File: config.mk
export PLATFORM = sky130hd
export DESIGN_NAME = ir_pulse_distance_learner_top_flat
export DESIGN_NICKNAME = d
export VERILOG_FILES = /design/src/hdl/irpdl_pkg.sv /design/src/hdl/irpdl_req_if.sv /design/src/hdl/irpdl_rsp_if.sv /design/src/hdl/irpdl_core.sv /design/src/hdl/irpdl_out_fifo.sv /design/src/hdl/ir_pulse_distance_learner_top.sv /design/src/flat_wrapper.sv
export SDC_FILE = /design/constraint.sdc
export NUM_CORES = 2
export LEC_CHECK = 0
export CORE_MARGIN = 4
export CORE_UTILIZATION = 40
export DETAILED_ROUTE_END_ITERATION = 6
export DONT_BUFFER_PORTS = 1
export GPL_TIMING_DRIVEN = 0
export PLACE_DENSITY = 0.51
export SLEW_MARGIN = 20
export SYNTH_ARGS = -nofsm -noshare
export SYNTH_HDL_FRONTEND = slang
export SYNTH_SLANG_ARGS = --single-unit
File: constraint.sdc
create_clock -name clock -period 21.9 [get_ports clock]
set_input_delay 3.285 -clock clock [delete_from_list [all_inputs] [get_ports clock]]
set_output_delay 3.285 -clock clock [all_outputs]
set_load 0.1 [all_outputs]
File: src/hdl/irpdl_pkg.sv
`default_nettype none

package irpdl_pkg;

   // Field widths fixed by the frame format.
   localparam int TIME_W     = 16;
   localparam int ADJ_W      = 10;
   localparam int COUNT_W    = 7;
   localparam int BIT_IDX_W  = 3;
   localparam int CSR_IDX_W  = 3;
   localparam int CSR_DATA_W = 16;

   localparam int MAX_BYTES_DEFAULT = 16;

   localparam logic [TIME_W-1:0] TIME_MAX = 16'hFFFF;

   // Register reset values.
   localparam logic [TIME_W-1:0] DETECT_TIME_RESET   = 16'd2000;
   localparam logic [TIME_W-1:0] STOP_TIME_RESET     = 16'd3360;
   localparam logic [TIME_W-1:0] BIT_THRESHOLD_RESET = 16'd805;
   localparam logic [TIME_W-1:0] FORMAT_LIMIT_RESET  = 16'd6500;
   localparam logic [ADJ_W-1:0]  SENSOR_ADJUST_RESET = 10'd105;

   // Item opcodes and result kinds.
   localparam logic OP_TICK      = 1'b0;
   localparam logic OP_START     = 1'b1;
   localparam logic KIND_BYTE    = 1'b0;
   localparam logic KIND_SUMMARY = 1'b1;

   typedef enum logic [CSR_IDX_W-1:0] {
      CSR_DETECT_TIME   = 3'd0,
      CSR_STOP_TIME     = 3'd1,
      CSR_BIT_THRESHOLD = 3'd2,
      CSR_FORMAT_LIMIT  = 3'd3,
      CSR_SENSOR_ADJUST = 3'd4
   } csr_index_type;

   typedef enum logic [2:0] {
      PH_IDLE   = 3'd0,
      PH_DETECT = 3'd1,
      PH_LMARK  = 3'd2,
      PH_LSPACE = 3'd3,
      PH_BMARK  = 3'd4,
      PH_BSPACE = 3'd5
   } phase_type;

   typedef struct packed {
      logic op;
      logic ir_present;
   } item_type;

   typedef struct packed {
      logic              kind;
      logic [7:0]        byte_value;
      logic [COUNT_W-1:0] byte_count;
      logic [TIME_W-1:0] leader_mark;
      logic [TIME_W-1:0] leader_space;
      logic [TIME_W-1:0] mark_mid;
      logic [TIME_W-1:0] one_space_mid;
      logic [TIME_W-1:0] zero_space_mid;
      logic              long_format;
      logic              last;
   } result_type;

   // Timer increment that sticks at the maximum.
   function automatic logic [TIME_W-1:0] sat_inc(input logic [TIME_W-1:0] v);
      return (v == TIME_MAX) ? v : v + 16'd1;
   endfunction

   // Space length plus the sensor delay, capped at the maximum.
   function automatic logic [TIME_W-1:0] sat_add(input logic [TIME_W-1:0] a,
                                                 input logic [ADJ_W-1:0] b);
      logic [TIME_W:0] s;
      s = {1'b0, a} + {7'd0, b};
      return s[TIME_W] ? TIME_MAX : s[TIME_W-1:0];
   endfunction

   // Mark length minus the sensor delay, floored at zero.
   function automatic logic [TIME_W-1:0] floor_sub(input logic [TIME_W-1:0] a,
                                                   input logic [ADJ_W-1:0] b);
      logic [TIME_W-1:0] bw;
      bw = {6'd0, b};
      return (a > bw) ? a - bw : 16'd0;
   endfunction

   function automatic logic [TIME_W-1:0] midpoint(input logic [TIME_W-1:0] lo,
                                                  input logic [TIME_W-1:0] hi);
      logic [TIME_W:0] s;
      s = {1'b0, lo} + {1'b0, hi};
      return s[TIME_W:1];
   endfunction

endpackage

`default_nettype wire

File: src/hdl/irpdl_req_if.sv
`default_nettype none

interface irpdl_req_if;
   logic valid;
   logic ready;
   logic op;
   logic ir_present;

   modport source (output valid, output op, output ir_present, input ready);
   modport sink (input valid, input op, input ir_present, output ready);
endinterface

`default_nettype wire

File: src/hdl/irpdl_rsp_if.sv
`default_nettype none

interface irpdl_rsp_if;
   logic        valid;
   logic        ready;
   logic        kind;
   logic [7:0]  byte_value;
   logic [6:0]  byte_count;
   logic [15:0] leader_mark;
   logic [15:0] leader_space;
   logic [15:0] mark_mid;
   logic [15:0] one_space_mid;
   logic [15:0] zero_space_mid;
   logic        long_format;
   logic        last;

   modport source (output valid, output kind, output byte_value, output byte_count,
                   output leader_mark, output leader_space, output mark_mid,
                   output one_space_mid, output zero_space_mid, output long_format,
                   output last, input ready);
   modport sink (input valid, input kind, input byte_value, input byte_count,
                 input leader_mark, input leader_space, input mark_mid,
                 input one_space_mid, input zero_space_mid, input long_format,
                 input last, output ready);
endinterface

`default_nettype wire

File: src/hdl/irpdl_core.sv
`default_nettype none

module irpdl_core #(
   parameter int MAX_BYTES = irpdl_pkg::MAX_BYTES_DEFAULT
) (
   input  logic                                clock,
   input  logic                                reset,
   input  logic                                csr_we,
   input  logic [irpdl_pkg::CSR_IDX_W-1:0]     csr_index,
   input  logic [irpdl_pkg::CSR_DATA_W-1:0]    csr_wdata,
   input  logic                                item_valid,
   input  irpdl_pkg::item_type                 item,
   output logic [1:0]                          res_count,
   output irpdl_pkg::result_type               res0,
   output irpdl_pkg::result_type               res1
);

   localparam int TW = irpdl_pkg::TIME_W;
   localparam int CW = irpdl_pkg::COUNT_W;
   localparam int BW = irpdl_pkg::BIT_IDX_W;

   // Configuration registers.
   logic [TW-1:0]                  detect_time_ff, stop_time_ff, bit_threshold_ff;
   logic [TW-1:0]                  format_limit_ff;
   logic [irpdl_pkg::ADJ_W-1:0]    sensor_adjust_ff;

   // Capture state.
   irpdl_pkg::phase_type phase_ff, phase_in;
   logic [TW-1:0] timer_ff, timer_in;
   logic [TW-1:0] leader_mark_ff, leader_mark_in, leader_space_ff, leader_space_in;
   logic [TW-1:0] mark_hi_ff, mark_hi_in, mark_lo_ff, mark_lo_in;
   logic [TW-1:0] one_hi_ff, one_hi_in, one_lo_ff, one_lo_in;
   logic [TW-1:0] zero_hi_ff, zero_hi_in, zero_lo_ff, zero_lo_in;
   logic [7:0]    shift_ff, shift_in;
   logic [BW-1:0] bit_idx_ff, bit_idx_in;
   logic [CW-1:0] bytes_ff, bytes_in;

   // Shared timing terms.
   logic [TW-1:0] timer_inc, space_now, mark_now;
   logic          detect_hit, stop_first, stop_cont, bit_one, byte_done, bytes_full;
   logic          emit_byte, emit_summary;
   irpdl_pkg::result_type byte_res, summary_res;

   always_ff @(posedge clock) begin
      if (reset) begin
         detect_time_ff   <= irpdl_pkg::DETECT_TIME_RESET;
         stop_time_ff     <= irpdl_pkg::STOP_TIME_RESET;
         bit_threshold_ff <= irpdl_pkg::BIT_THRESHOLD_RESET;
         format_limit_ff  <= irpdl_pkg::FORMAT_LIMIT_RESET;
         sensor_adjust_ff <= irpdl_pkg::SENSOR_ADJUST_RESET;
      end else if (csr_we) begin
         unique case (csr_index)
            irpdl_pkg::CSR_DETECT_TIME:   detect_time_ff   <= csr_wdata;
            irpdl_pkg::CSR_STOP_TIME:     stop_time_ff     <= csr_wdata;
            irpdl_pkg::CSR_BIT_THRESHOLD: bit_threshold_ff <= csr_wdata;
            irpdl_pkg::CSR_FORMAT_LIMIT:  format_limit_ff  <= csr_wdata;
            irpdl_pkg::CSR_SENSOR_ADJUST:
               sensor_adjust_ff <= csr_wdata[irpdl_pkg::ADJ_W-1:0];
            default: ;
         endcase
      end
   end

   // Terms derived from the current timer and registers.
   always_comb begin
      timer_inc  = irpdl_pkg::sat_inc(timer_ff);
      space_now  = irpdl_pkg::sat_add(timer_ff, sensor_adjust_ff);
      mark_now   = irpdl_pkg::floor_sub(timer_ff, sensor_adjust_ff);
      detect_hit = (item.ir_present ? timer_inc : 16'd0) >= detect_time_ff;
      stop_first = irpdl_pkg::sat_add(16'd1, sensor_adjust_ff) > stop_time_ff;
      stop_cont  = irpdl_pkg::sat_add(timer_inc, sensor_adjust_ff) > stop_time_ff;
      bit_one    = space_now > bit_threshold_ff;
      byte_done  = &bit_idx_ff;
      bytes_full = (bytes_ff + CW'(1)) >= CW'(MAX_BYTES);
   end

   // Next phase.
   always_comb begin
      phase_in = phase_ff;
      if (item_valid) begin
         if (item.op == irpdl_pkg::OP_START) begin
            phase_in = irpdl_pkg::PH_DETECT;
         end else begin
            unique case (phase_ff)
               irpdl_pkg::PH_DETECT: begin
                  if (detect_hit) phase_in = irpdl_pkg::PH_LMARK;
               end
               irpdl_pkg::PH_LMARK: begin
                  if (!item.ir_present) phase_in = irpdl_pkg::PH_LSPACE;
               end
               irpdl_pkg::PH_LSPACE: begin
                  if (item.ir_present) phase_in = irpdl_pkg::PH_BMARK;
               end
               irpdl_pkg::PH_BMARK: begin
                  if (!item.ir_present) begin
                     phase_in = stop_first ? irpdl_pkg::PH_IDLE : irpdl_pkg::PH_BSPACE;
                  end
               end
               irpdl_pkg::PH_BSPACE: begin
                  if (!item.ir_present) begin
                     if (stop_cont) phase_in = irpdl_pkg::PH_IDLE;
                  end else if (byte_done && bytes_full) begin
                     phase_in = irpdl_pkg::PH_IDLE;
                  end else begin
                     phase_in = irpdl_pkg::PH_BMARK;
                  end
               end
               default: ;
            endcase
         end
      end
   end

   // Measurement datapath and result requests.
   always_comb begin
      timer_in        = timer_ff;
      leader_mark_in  = leader_mark_ff;
      leader_space_in = leader_space_ff;
      mark_hi_in      = mark_hi_ff;
      mark_lo_in      = mark_lo_ff;
      one_hi_in       = one_hi_ff;
      one_lo_in       = one_lo_ff;
      zero_hi_in      = zero_hi_ff;
      zero_lo_in      = zero_lo_ff;
      shift_in        = shift_ff;
      bit_idx_in      = bit_idx_ff;
      bytes_in        = bytes_ff;
      emit_byte       = 1'b0;
      emit_summary    = 1'b0;
      if (item_valid) begin
         if (item.op == irpdl_pkg::OP_START) begin
            timer_in        = '0;
            leader_mark_in  = '0;
            leader_space_in = '0;
            mark_hi_in      = '0;
            mark_lo_in      = irpdl_pkg::TIME_MAX;
            one_hi_in       = '0;
            one_lo_in       = irpdl_pkg::TIME_MAX;
            zero_hi_in      = '0;
            zero_lo_in      = irpdl_pkg::TIME_MAX;
            shift_in        = '0;
            bit_idx_in      = '0;
            bytes_in        = '0;
         end else begin
            case (phase_ff)
               irpdl_pkg::PH_DETECT: begin
                  timer_in = item.ir_present ? timer_inc : 16'd0;
               end
               irpdl_pkg::PH_LMARK: begin
                  if (item.ir_present) begin
                     timer_in = timer_inc;
                  end else begin
                     leader_mark_in = mark_now;
                     timer_in       = 16'd1;
                  end
               end
               irpdl_pkg::PH_LSPACE: begin
                  if (!item.ir_present) begin
                     timer_in = timer_inc;
                  end else begin
                     leader_space_in = space_now;
                     timer_in        = 16'd1;
                  end
               end
               irpdl_pkg::PH_BMARK: begin
                  if (item.ir_present) begin
                     timer_in = timer_inc;
                  end else begin
                     if (mark_now > mark_hi_ff) mark_hi_in = mark_now;
                     if (mark_now < mark_lo_ff) mark_lo_in = mark_now;
                     timer_in     = 16'd1;
                     emit_summary = stop_first;
                  end
               end
               irpdl_pkg::PH_BSPACE: begin
                  if (!item.ir_present) begin
                     timer_in     = timer_inc;
                     emit_summary = stop_cont;
                  end else begin
                     if (bit_one) begin
                        if (space_now > one_hi_ff) one_hi_in = space_now;
                        if (space_now < one_lo_ff) one_lo_in = space_now;
                     end else begin
                        if (space_now > zero_hi_ff) zero_hi_in = space_now;
                        if (space_now < zero_lo_ff) zero_lo_in = space_now;
                     end
                     shift_in   = {shift_ff[6:0], bit_one};
                     bit_idx_in = bit_idx_ff + BW'(1);
                     timer_in   = 16'd1;
                     if (byte_done) begin
                        emit_byte    = 1'b1;
                        bytes_in     = bytes_ff + CW'(1);
                        emit_summary = bytes_full;
                     end
                  end
               end
               default: ;
            endcase
         end
      end
   end

   // Result records; the summary sees the state as this item leaves it.
   always_comb begin
      byte_res            = '0;
      byte_res.kind       = irpdl_pkg::KIND_BYTE;
      byte_res.byte_value = shift_in;

      summary_res                = '0;
      summary_res.kind           = irpdl_pkg::KIND_SUMMARY;
      summary_res.byte_count     = bytes_in;
      summary_res.leader_mark    = leader_mark_in;
      summary_res.leader_space   = leader_space_in;
      summary_res.mark_mid       = irpdl_pkg::midpoint(mark_lo_in, mark_hi_in);
      summary_res.one_space_mid  = irpdl_pkg::midpoint(one_lo_in, one_hi_in);
      summary_res.zero_space_mid = irpdl_pkg::midpoint(zero_lo_in, zero_hi_in);
      summary_res.long_format    = leader_mark_in < format_limit_ff;
      summary_res.last           = 1'b1;

      res0      = emit_byte ? byte_res : summary_res;
      res1      = summary_res;
      res_count = {1'b0, emit_byte} + {1'b0, emit_summary};
   end

   always_ff @(posedge clock) begin
      if (reset) begin
         phase_ff        <= irpdl_pkg::PH_IDLE;
         timer_ff        <= '0;
         leader_mark_ff  <= '0;
         leader_space_ff <= '0;
         mark_hi_ff      <= '0;
         mark_lo_ff      <= irpdl_pkg::TIME_MAX;
         one_hi_ff       <= '0;
         one_lo_ff       <= irpdl_pkg::TIME_MAX;
         zero_hi_ff      <= '0;
         zero_lo_ff      <= irpdl_pkg::TIME_MAX;
         shift_ff        <= '0;
         bit_idx_ff      <= '0;
         bytes_ff        <= '0;
      end else begin
         phase_ff        <= phase_in;
         timer_ff        <= timer_in;
         leader_mark_ff  <= leader_mark_in;
         leader_space_ff <= leader_space_in;
         mark_hi_ff      <= mark_hi_in;
         mark_lo_ff      <= mark_lo_in;
         one_hi_ff       <= one_hi_in;
         one_lo_ff       <= one_lo_in;
         zero_hi_ff      <= zero_hi_in;
         zero_lo_ff      <= zero_lo_in;
         shift_ff        <= shift_in;
         bit_idx_ff      <= bit_idx_in;
         bytes_ff        <= bytes_in;
      end
   end

endmodule

`default_nettype wire

File: src/hdl/irpdl_out_fifo.sv
`default_nettype none

module irpdl_out_fifo (
   input  logic                  clock,
   input  logic                  reset,
   input  logic [1:0]            push_count,
   input  irpdl_pkg::result_type push0,
   input  irpdl_pkg::result_type push1,
   input  logic                  pop,
   output logic                  head_valid,
   output irpdl_pkg::result_type head,
   output logic                  room_for_two
);

   localparam int DEPTH = 4;
   localparam int PW    = $clog2(DEPTH);

   irpdl_pkg::result_type mem_ff [DEPTH];
   logic [PW-1:0] wr_ptr_ff, wr_ptr_in, rd_ptr_ff, rd_ptr_in;
   logic [PW:0]   count_ff, count_in;

   // Pointer and fill bookkeeping; up to two items enter per cycle.
   always_comb begin
      wr_ptr_in = wr_ptr_ff + PW'(push_count);
      rd_ptr_in = rd_ptr_ff + PW'(pop);
      count_in  = count_ff + (PW+1)'(push_count) - (PW+1)'(pop);
   end

   always_ff @(posedge clock) begin
      if (reset) begin
         wr_ptr_ff <= '0;
         rd_ptr_ff <= '0;
         count_ff  <= '0;
      end else begin
         wr_ptr_ff <= wr_ptr_in;
         rd_ptr_ff <= rd_ptr_in;
         count_ff  <= count_in;
      end
   end

   always_ff @(posedge clock) begin
      if (push_count != 2'd0) mem_ff[wr_ptr_ff] <= push0;
      if (push_count == 2'd2) mem_ff[wr_ptr_ff + PW'(1)] <= push1;
   end

   assign head_valid   = count_ff != '0;
   assign head         = mem_ff[rd_ptr_ff];
   assign room_for_two = count_ff <= (PW+1)'(DEPTH - 2);

endmodule

`default_nettype wire

File: src/hdl/ir_pulse_distance_learner_top.sv
`default_nettype none

// Pulse-distance IR frame learner. Each item is either a one-microsecond sensor
// sample or a start command, and a new item can be accepted on every clock while
// the output queue has room for two results: the item is registered, processed by
// the combinational capture logic, and its results (a data byte, a frame summary,
// or a byte followed by the summary when the byte buffer fills) enter a four-entry
// output queue. The first result is offered once the item has passed the input
// register and been written into the queue. Input ready only drops while the
// queue has fewer than two free entries, i.e. while the result side stalls.
// The user must write configuration registers through the csr_ port only when no
// capture results are outstanding; the block itself does not enforce it.
module ir_pulse_distance_learner_top #(
   parameter int MAX_BYTES = irpdl_pkg::MAX_BYTES_DEFAULT
) (
   input  logic                             clock,
   input  logic                             reset,
   irpdl_req_if.sink                        req_ch,
   irpdl_rsp_if.source                      rsp_ch,
   input  logic                             csr_we,
   input  logic [irpdl_pkg::CSR_IDX_W-1:0]  csr_index,
   input  logic [irpdl_pkg::CSR_DATA_W-1:0] csr_wdata
);

   logic                  in_valid_ff;
   irpdl_pkg::item_type   in_item_ff;
   logic                  in_go;
   logic                  room_for_two;
   logic [1:0]            res_count;
   irpdl_pkg::result_type res0, res1, head;
   logic                  head_valid;

   // Input register: moves on when the queue can take two results.
   assign in_go        = in_valid_ff && room_for_two;
   assign req_ch.ready = !in_valid_ff || in_go;

   always_ff @(posedge clock) begin
      if (reset) begin
         in_valid_ff <= 1'b0;
      end else if (req_ch.ready) begin
         in_valid_ff <= req_ch.valid;
      end
   end

   always_ff @(posedge clock) begin
      if (req_ch.valid && req_ch.ready) begin
         in_item_ff.op         <= req_ch.op;
         in_item_ff.ir_present <= req_ch.ir_present;
      end
   end

   irpdl_core #(
      .MAX_BYTES (MAX_BYTES)
   ) u_core (
      .clock      (clock),
      .reset      (reset),
      .csr_we     (csr_we),
      .csr_index  (csr_index),
      .csr_wdata  (csr_wdata),
      .item_valid (in_go),
      .item       (in_item_ff),
      .res_count  (res_count),
      .res0       (res0),
      .res1       (res1)
   );

   irpdl_out_fifo u_out_fifo (
      .clock        (clock),
      .reset        (reset),
      .push_count   (res_count),
      .push0        (res0),
      .push1        (res1),
      .pop          (rsp_ch.valid && rsp_ch.ready),
      .head_valid   (head_valid),
      .head         (head),
      .room_for_two (room_for_two)
   );

   // Result channel straight from the queue head.
   assign rsp_ch.valid          = head_valid;
   assign rsp_ch.kind           = head.kind;
   assign rsp_ch.byte_value     = head.byte_value;
   assign rsp_ch.byte_count     = head.byte_count;
   assign rsp_ch.leader_mark    = head.leader_mark;
   assign rsp_ch.leader_space   = head.leader_space;
   assign rsp_ch.mark_mid       = head.mark_mid;
   assign rsp_ch.one_space_mid  = head.one_space_mid;
   assign rsp_ch.zero_space_mid = head.zero_space_mid;
   assign rsp_ch.long_format    = head.long_format;
   assign rsp_ch.last           = head.last;

endmodule

`default_nettype wire

File: src/flat_wrapper.sv
// flat-port wrapper written by rule: the top's interface ports become plain ports
module ir_pulse_distance_learner_top_flat 
#(
   parameter int MAX_BYTES = irpdl_pkg::MAX_BYTES_DEFAULT
)
  (clock, reset, csr_we, csr_index, csr_wdata, req_ch_valid, req_ch_op, req_ch_ir_present, req_ch_ready, rsp_ch_valid, rsp_ch_kind, rsp_ch_byte_value, rsp_ch_byte_count, rsp_ch_leader_mark, rsp_ch_leader_space, rsp_ch_mark_mid, rsp_ch_one_space_mid, rsp_ch_zero_space_mid, rsp_ch_long_format, rsp_ch_last, rsp_ch_ready);
  irpdl_req_if req_ch_i ();
  irpdl_rsp_if rsp_ch_i ();
  input  logic clock;
  input  logic reset;
  input  logic csr_we;
  input  logic [irpdl_pkg::CSR_IDX_W-1:0] csr_index;
  input  logic [irpdl_pkg::CSR_DATA_W-1:0] csr_wdata;
  input wire logic [$bits(req_ch_i.valid)-1:0] req_ch_valid;
  input wire logic [$bits(req_ch_i.op)-1:0] req_ch_op;
  input wire logic [$bits(req_ch_i.ir_present)-1:0] req_ch_ir_present;
  output wire logic [$bits(req_ch_i.ready)-1:0] req_ch_ready;
  output wire logic [$bits(rsp_ch_i.valid)-1:0] rsp_ch_valid;
  output wire logic [$bits(rsp_ch_i.kind)-1:0] rsp_ch_kind;
  output wire logic [$bits(rsp_ch_i.byte_value)-1:0] rsp_ch_byte_value;
  output wire logic [$bits(rsp_ch_i.byte_count)-1:0] rsp_ch_byte_count;
  output wire logic [$bits(rsp_ch_i.leader_mark)-1:0] rsp_ch_leader_mark;
  output wire logic [$bits(rsp_ch_i.leader_space)-1:0] rsp_ch_leader_space;
  output wire logic [$bits(rsp_ch_i.mark_mid)-1:0] rsp_ch_mark_mid;
  output wire logic [$bits(rsp_ch_i.one_space_mid)-1:0] rsp_ch_one_space_mid;
  output wire logic [$bits(rsp_ch_i.zero_space_mid)-1:0] rsp_ch_zero_space_mid;
  output wire logic [$bits(rsp_ch_i.long_format)-1:0] rsp_ch_long_format;
  output wire logic [$bits(rsp_ch_i.last)-1:0] rsp_ch_last;
  input wire logic [$bits(rsp_ch_i.ready)-1:0] rsp_ch_ready;
  assign req_ch_i.valid = req_ch_valid;
  assign req_ch_i.op = req_ch_op;
  assign req_ch_i.ir_present = req_ch_ir_present;
  assign req_ch_ready = req_ch_i.ready;
  assign rsp_ch_valid = rsp_ch_i.valid;
  assign rsp_ch_kind = rsp_ch_i.kind;
  assign rsp_ch_byte_value = rsp_ch_i.byte_value;
  assign rsp_ch_byte_count = rsp_ch_i.byte_count;
  assign rsp_ch_leader_mark = rsp_ch_i.leader_mark;
  assign rsp_ch_leader_space = rsp_ch_i.leader_space;
  assign rsp_ch_mark_mid = rsp_ch_i.mark_mid;
  assign rsp_ch_one_space_mid = rsp_ch_i.one_space_mid;
  assign rsp_ch_zero_space_mid = rsp_ch_i.zero_space_mid;
  assign rsp_ch_long_format = rsp_ch_i.long_format;
  assign rsp_ch_last = rsp_ch_i.last;
  assign rsp_ch_i.ready = rsp_ch_ready;
  ir_pulse_distance_learner_top #(.MAX_BYTES(MAX_BYTES)) u_core (.clock(clock), .reset(reset), .req_ch(req_ch_i), .rsp_ch(rsp_ch_i), .csr_we(csr_we), .csr_index(csr_index), .csr_wdata(csr_wdata));
endmodule
# Word level (Yosys, flattened, before mapping)
# Memories as Yosys holds them, arrays and structs flattened. A register that Yosys moved wholly into a read port is not among the register bits.
# Cells that the tools add are included.
[totals] regBits=249 inputBits=26 ramBits=392 wordCells=186 memories=1 output_inout_bits=100
[memory_table] name="u_core.u_out_fifo.mem_ff" depth=4 width=98 read_ports=1 rd_clocked_by_memory_dff=1 write_ports=2 line_no="irpdl_out_fifo.sv:18" text="irpdl_pkg::result_type mem_ff [DEPTH];"
[op_classes] n_addsub=16 order_cmp=14 n_eq_ne=16 reduce_logical=24 n_mux=91
[op_table] operator="$mux 16" count=51
[op_table] operator="$mux 98" count=1
[op_table] operator="$gt 16x16->1" count=6
[op_table] operator="$lt 16x16->1" count=4
[op_table] operator="$add 16x16->17" count=3
[op_table] operator="$pmux 16 s3" count=1
[op_table] operator="$mux 3" count=12
[op_table] operator="$mux 7" count=5
[op_table] operator="$add 16x10->17" count=2
[op_table] operator="$mux 8" count=4
[op_table] operator="$add 16x1->16 const B" count=1
[op_table] operator="$eq 16x16->1 const B" count=1
[op_table] operator="$ge 16x16->1" count=1
[op_table] operator="$gt 16x10->1" count=1
[op_table] operator="$sub 16x10->16" count=1
[op_table] operator="$pmux 3 s5" count=1
[op_table] operator="$mux 1" count=14
[op_table] operator="$eq 3x2->1 const B" count=4
[op_table] operator="$reduce_and 2->1" count=6
[op_table] operator="$add 1x10->11 const A" count=1
[op_table] operator="$eq 3x3->1 const B" count=3
[op_table] operator="$ne 3x2->1 const B" count=3
[op_table] operator="$add 7x1->7 const B" count=1
[op_table] operator="$ge 7x5->1 const B" count=1
[op_table] operator="other kinds (25)" count=33

# Logic depth before layout (Yosys ltp)
[depth] depth_word=13 depth_mapped=38 ltp_nobuf=37

# Cells and area by module
# From an unflattened synthesis, not the netlist that was laid out.
[hier_totals] cells_unflattened=3512 hier_area_um2=38370.6
[by_module_without_submodules] mod="irpdl_out_fifo" seq_area_each_um2=11911.4 area_each_um2=19178.4 cells_per_inst=991 n_inst=1
[by_module_without_submodules] mod="irpdl_core" seq_area_each_um2=4764.6 area_each_um2=19063.3 cells_per_inst=2512 n_inst=1
[by_module_without_submodules] mod="ir_pulse_distance_learner_top" seq_area_each_um2=80.1 area_each_um2=128.9 cells_per_inst=9 n_inst=1

# Least setup slack after synthesis
# OpenSTA, ideal clock, no wires.
[synth_timing] path_kind="reg2reg" start="register u_core.u_core.timer_ff[1]" end="memory u_core.u_out_fifo.mem_ff[0][10] in the netlist's numbering, enable pin" synth_period_minus_slack_ns=8.663 setup_ns=0.441 slack_ns=13.237 arrival_time_ns=8.222 path_stages_with_launch=37 path_cell_list="dfxtp_1 > ha_1 > nand3_1 > nor2_1 > nand2_1 > xnor2_1 > ha_1 > inv_1 > fa_1 > nor2b_1 > o21ai_0 > a21boi_0 > o21ai_0 > a21boi_0 > o21ai_0 > a21oi_1 > o311ai_0 > or3_1 > clkbuf_1 > nand2_1 > ha_1 > nor2b_1 > o21a_1 > o21ai_0 > a21oi_1 > nand3_1 > a211oi_1 > o221ai_1 > a21oi_1 > o21bai_1 > nand3_1 > ha_1 > or3_1 > clkbuf_1 > and2_1 > clkbuf_1 > inv_1"
[synth_lines] item="start: declaration" line_no="irpdl_core.sv:29" text="logic [TW-1:0] timer_ff, timer_in;"
[synth_lines] item="start signal: assignment" line_no="irpdl_core.sv:242" text="timer_ff <= timer_in;"
[synth_lines] item="end: declaration" line_no="irpdl_out_fifo.sv:18"

==> results.toml <==
[outcome]
status = "finished, final reports clean"

[timing]
period_share_pct = 48.38
relSlewSlack_pct = 20.66
drv_slew = 0
clock_skew_ns = 0.03135
whs_ns = 0.4422
fin_crit_ns = 10.59
worst_pin_slew_ns = 1.190
rsz0062_at_grt = "false"
max_freq_mhz = 94.39
setup_viol = 0
hold_viol = 0
fin_tns_setup_ns = 0
worst_slack_ns = 11.31

[routing]
num_vias = 26870
viasPerCell = 5.620
detail_route.wl_per_cell_um = 23.69
drtIter0Drc = 2435
routed_wl_um = 113300
firstDrtPassIters = 5
drcViolationCount = 0
ant_nets = 0

[cells_and_area]
fin_cells = 4781
drive_above_1_share_pct = 8.609
layout.nets = 3854
area_growth_pct = 11.53

[worst_setup_path]
crit_path_max_incr_delay_ns = 0.89
worstSetupPathType = "reg -> reg"
end_kind = "register"
rr_startpoint = "u_core.u_core.timer_ff[1]$_SDFFE_PP0P_"
startpoint = "u_core.u_core.timer_ff[1]$_SDFFE_PP0P_"
critPathArrivalTime_ns = 10.93
start_kind = "register"
critical_path.max_fanout = 10
crit_path_top_delay_cell = "clkbuf_1"
critical_path_required_ns = 22.23

[grt]
grt_start_max_net_pins = 60
grt_pass1_vias = 26280
grt_overflow_total = 0
grt_pass1_wl_um = 169300
track_usage_pct = 24.51
antenna_found_initial = 3

[flow_run]
max-cap-violations = 0

[synth]
ys.flop_type = "edfxtp_1"
synth.largest_area_cell = "edfxtp_1"
avgSynthCellArea_um2 = 10.03
synthSimpleGateAreaFrac_pct = 16.63
syn_area_um2 = 34920
postSynthCellCount = 3483
synth_adder_area_share_pct = 9.501
ys_seq_area_share_pct = 46.60
ys_warn_count = 0
yosys-top-cells-count = "nor2_1 (488), edfxtp_1 (354), nand2_1 (284)"
synth-xor-area-share_pct = 1.931
synthMuxAreaShare_pct = 6.814
synth_top_family_by_area = "simple AND/OR/NAND/NOR gates"
syn_nets = 3770
yosysMostFrequentCell = "nor2_1"
yosys.area.top_type_share_pct = 30.44
async_flop_share_pct = 0
netlist_top_cells_area = "edfxtp_1 (30%), dfxtp_1 (16%), ha_1 (9.1%)"
synth_seq_cells = 636
synth_edf_count = 354
ys_types = 82
synth-compound-area-share_pct = 14.10

[die]
core.rowCount = 108
die-area_um2 = 92100
die_x_um = 303.5
core_area_um2 = 86750
io_pins = 126
die_y_um = 303.5
initial_core_util_pct = 40.26

[cts]
h-tree-depth = 3
clockBufferDepth = 3
ctsHoldBuffers = 0
cts_resized = 0
root_buffer = "clkbuf_16"
cts_buffers = 75
post_cts_buffers = 0
cts.sinks = 636
clk_pin_slew_worst_paths_ns = 0.06
clk_latency_ns = 0.64
cts_tree = "yes"

[placed_design]
place_inst = 4645
portBuffers = 0
dp_hpwl_um = 83150
pre_cts_slack_ns = 11.45
routabilityCongestion = 0.9123

[hold_path]
hp-start = "u_core.u_out_fifo.mem_ff[2][0]$_SDFFE_PP1N_"
hold_class = "reg -> reg"

[pwr]
vdd_drop_max_mv = 0.05646
pwr_density_cell_nw_per_um2 = 93.00
p_leak_uw = 0.01500
==> stage by stage <==
| step | cell area [µm²] | total power (µW) | utilization [%] |
|---|---|---|---|
| after global routing | 38950 | 3725 | 44.89 |
| final | 38950 | 3622 | 44.90 |
| after global placement | 36370 | 2432 | 41.92 |
| after floorplan | 34920 | 2299 | - |
| after CTS | 38940 | 3657 | 44.89 |
| after detailed placement | 36580 | 2432 | 42.17 |
==> power breakdown <==
part | internal [µW] | total [µW] | leakage (µW) | switching [µW]
clock | 719 | 1230 | 0.00114 | 510
combinational | 187 | 1130 | 0.00872 | 945
sequential | 1250 | 1260 | 0.00514 | 6.74
total | 2160 | 3620 | 0.0150 | 1460
==> path summary, 6_finish.rpt <==
kind	depth (start not counted)	slack (ns)	end
min	2	0.44	u_core.u_out_fifo.mem_ff[2][0]$_SDFFE_PP1N_
max reg2reg	37	11.31	u_core.u_out_fifo.mem_ff[1][25]$_DFFE_PP_
max	37	11.31	u_core.u_out_fifo.mem_ff[1][25]$_DFFE_PP_
min reg2reg	2	0.44	u_core.u_out_fifo.mem_ff[2][0]$_SDFFE_PP1N_
==> metal layers <==
layer  up-vias  wire length (µm)  GRT usage (%)
li1      12790                 -              -
met1     13190             51330          34.18
met2       721             52560          39.79
met3       170              6109          3.382
met4         0              3262          7.547
met5         -                 0              0
==> flip-flops by register name, indices dropped and copies added (netlist names), 16 cells and up <==
register                        flops
u_core.u_out_fifo.mem_ff          388
u_core.u_core.mark_lo_ff           16
u_core.u_core.leader_mark_ff       16
u_core.u_core.zero_lo_ff           16
u_core.u_core.timer_ff             16
u_core.u_core.leader_space_ff      16
u_core.u_core.bit_threshold_ff     16
u_core.u_core.mark_hi_ff           16
u_core.u_core.stop_time_ff         16
u_core.u_core.detect_time_ff       16
u_core.u_core.format_limit_ff      16
u_core.u_core.one_hi_ff            16
u_core.u_core.one_lo_ff            16
u_core.u_core.zero_hi_ff           16
==> layout by cell type (no fill, tap or decap), drive strengths merged, types with 12 or more instances in the layout <==
master    n
nand3b   24
nor3     73
and3     23
inv     241
a211oi   17
clkinv   16
o22ai    22
a31oi    17
or3      18
a22o     56
a211o    17
nor2b    71
nor2    488
a21oi   221
nand4    40
mux4     97
o31ai    13
a21o     46
o22a     30
o21a     18
clkbuf  251
o21bai   13
xnor2    46
and2     40
xor2     31
edfxtp  354
or2      57
buf      34
o211ai   21
nand2b   30
dfxtp   282
a22oi    67
o31a     12
ha      254
nand3    65
nand2   284
o21ai   109
==> worst max-delay path, delay by kind of cell (launching register included) <==
kind / cells / cell delay (ns)
compound gates: 15 / 3.00
xor+xnor: 1 / 0.53
fa+ha+maj: 5 / 1.44
buf+inv: 4 / 1.77
flops: 1 / 0.57
simple gates: 12 / 2.98
==> cell type report <==
type	instances	area, µm²
fillers	8400	47800
well taps	1155	1445
inverters	240	920.9
multi-input cells	2439	17160
diodes	2	5.005
plain buffers	168	649.4
flip-flops and latches	636	16280
repair buffers	7	133.9
clock inverters	24	230.2
clock buffers	110	2130
==> kinds of logic after synthesis <==
family                     Yosys count
and+or+nand+nor                   1248
AOI/OAI and AO/OA                  738
DFF                                636
buffers and inverters              408
adders and majority gates          261
muxes                              115
xor gates and xnor gates            77
No activity file was read; power rests on OpenSTA's default activity.
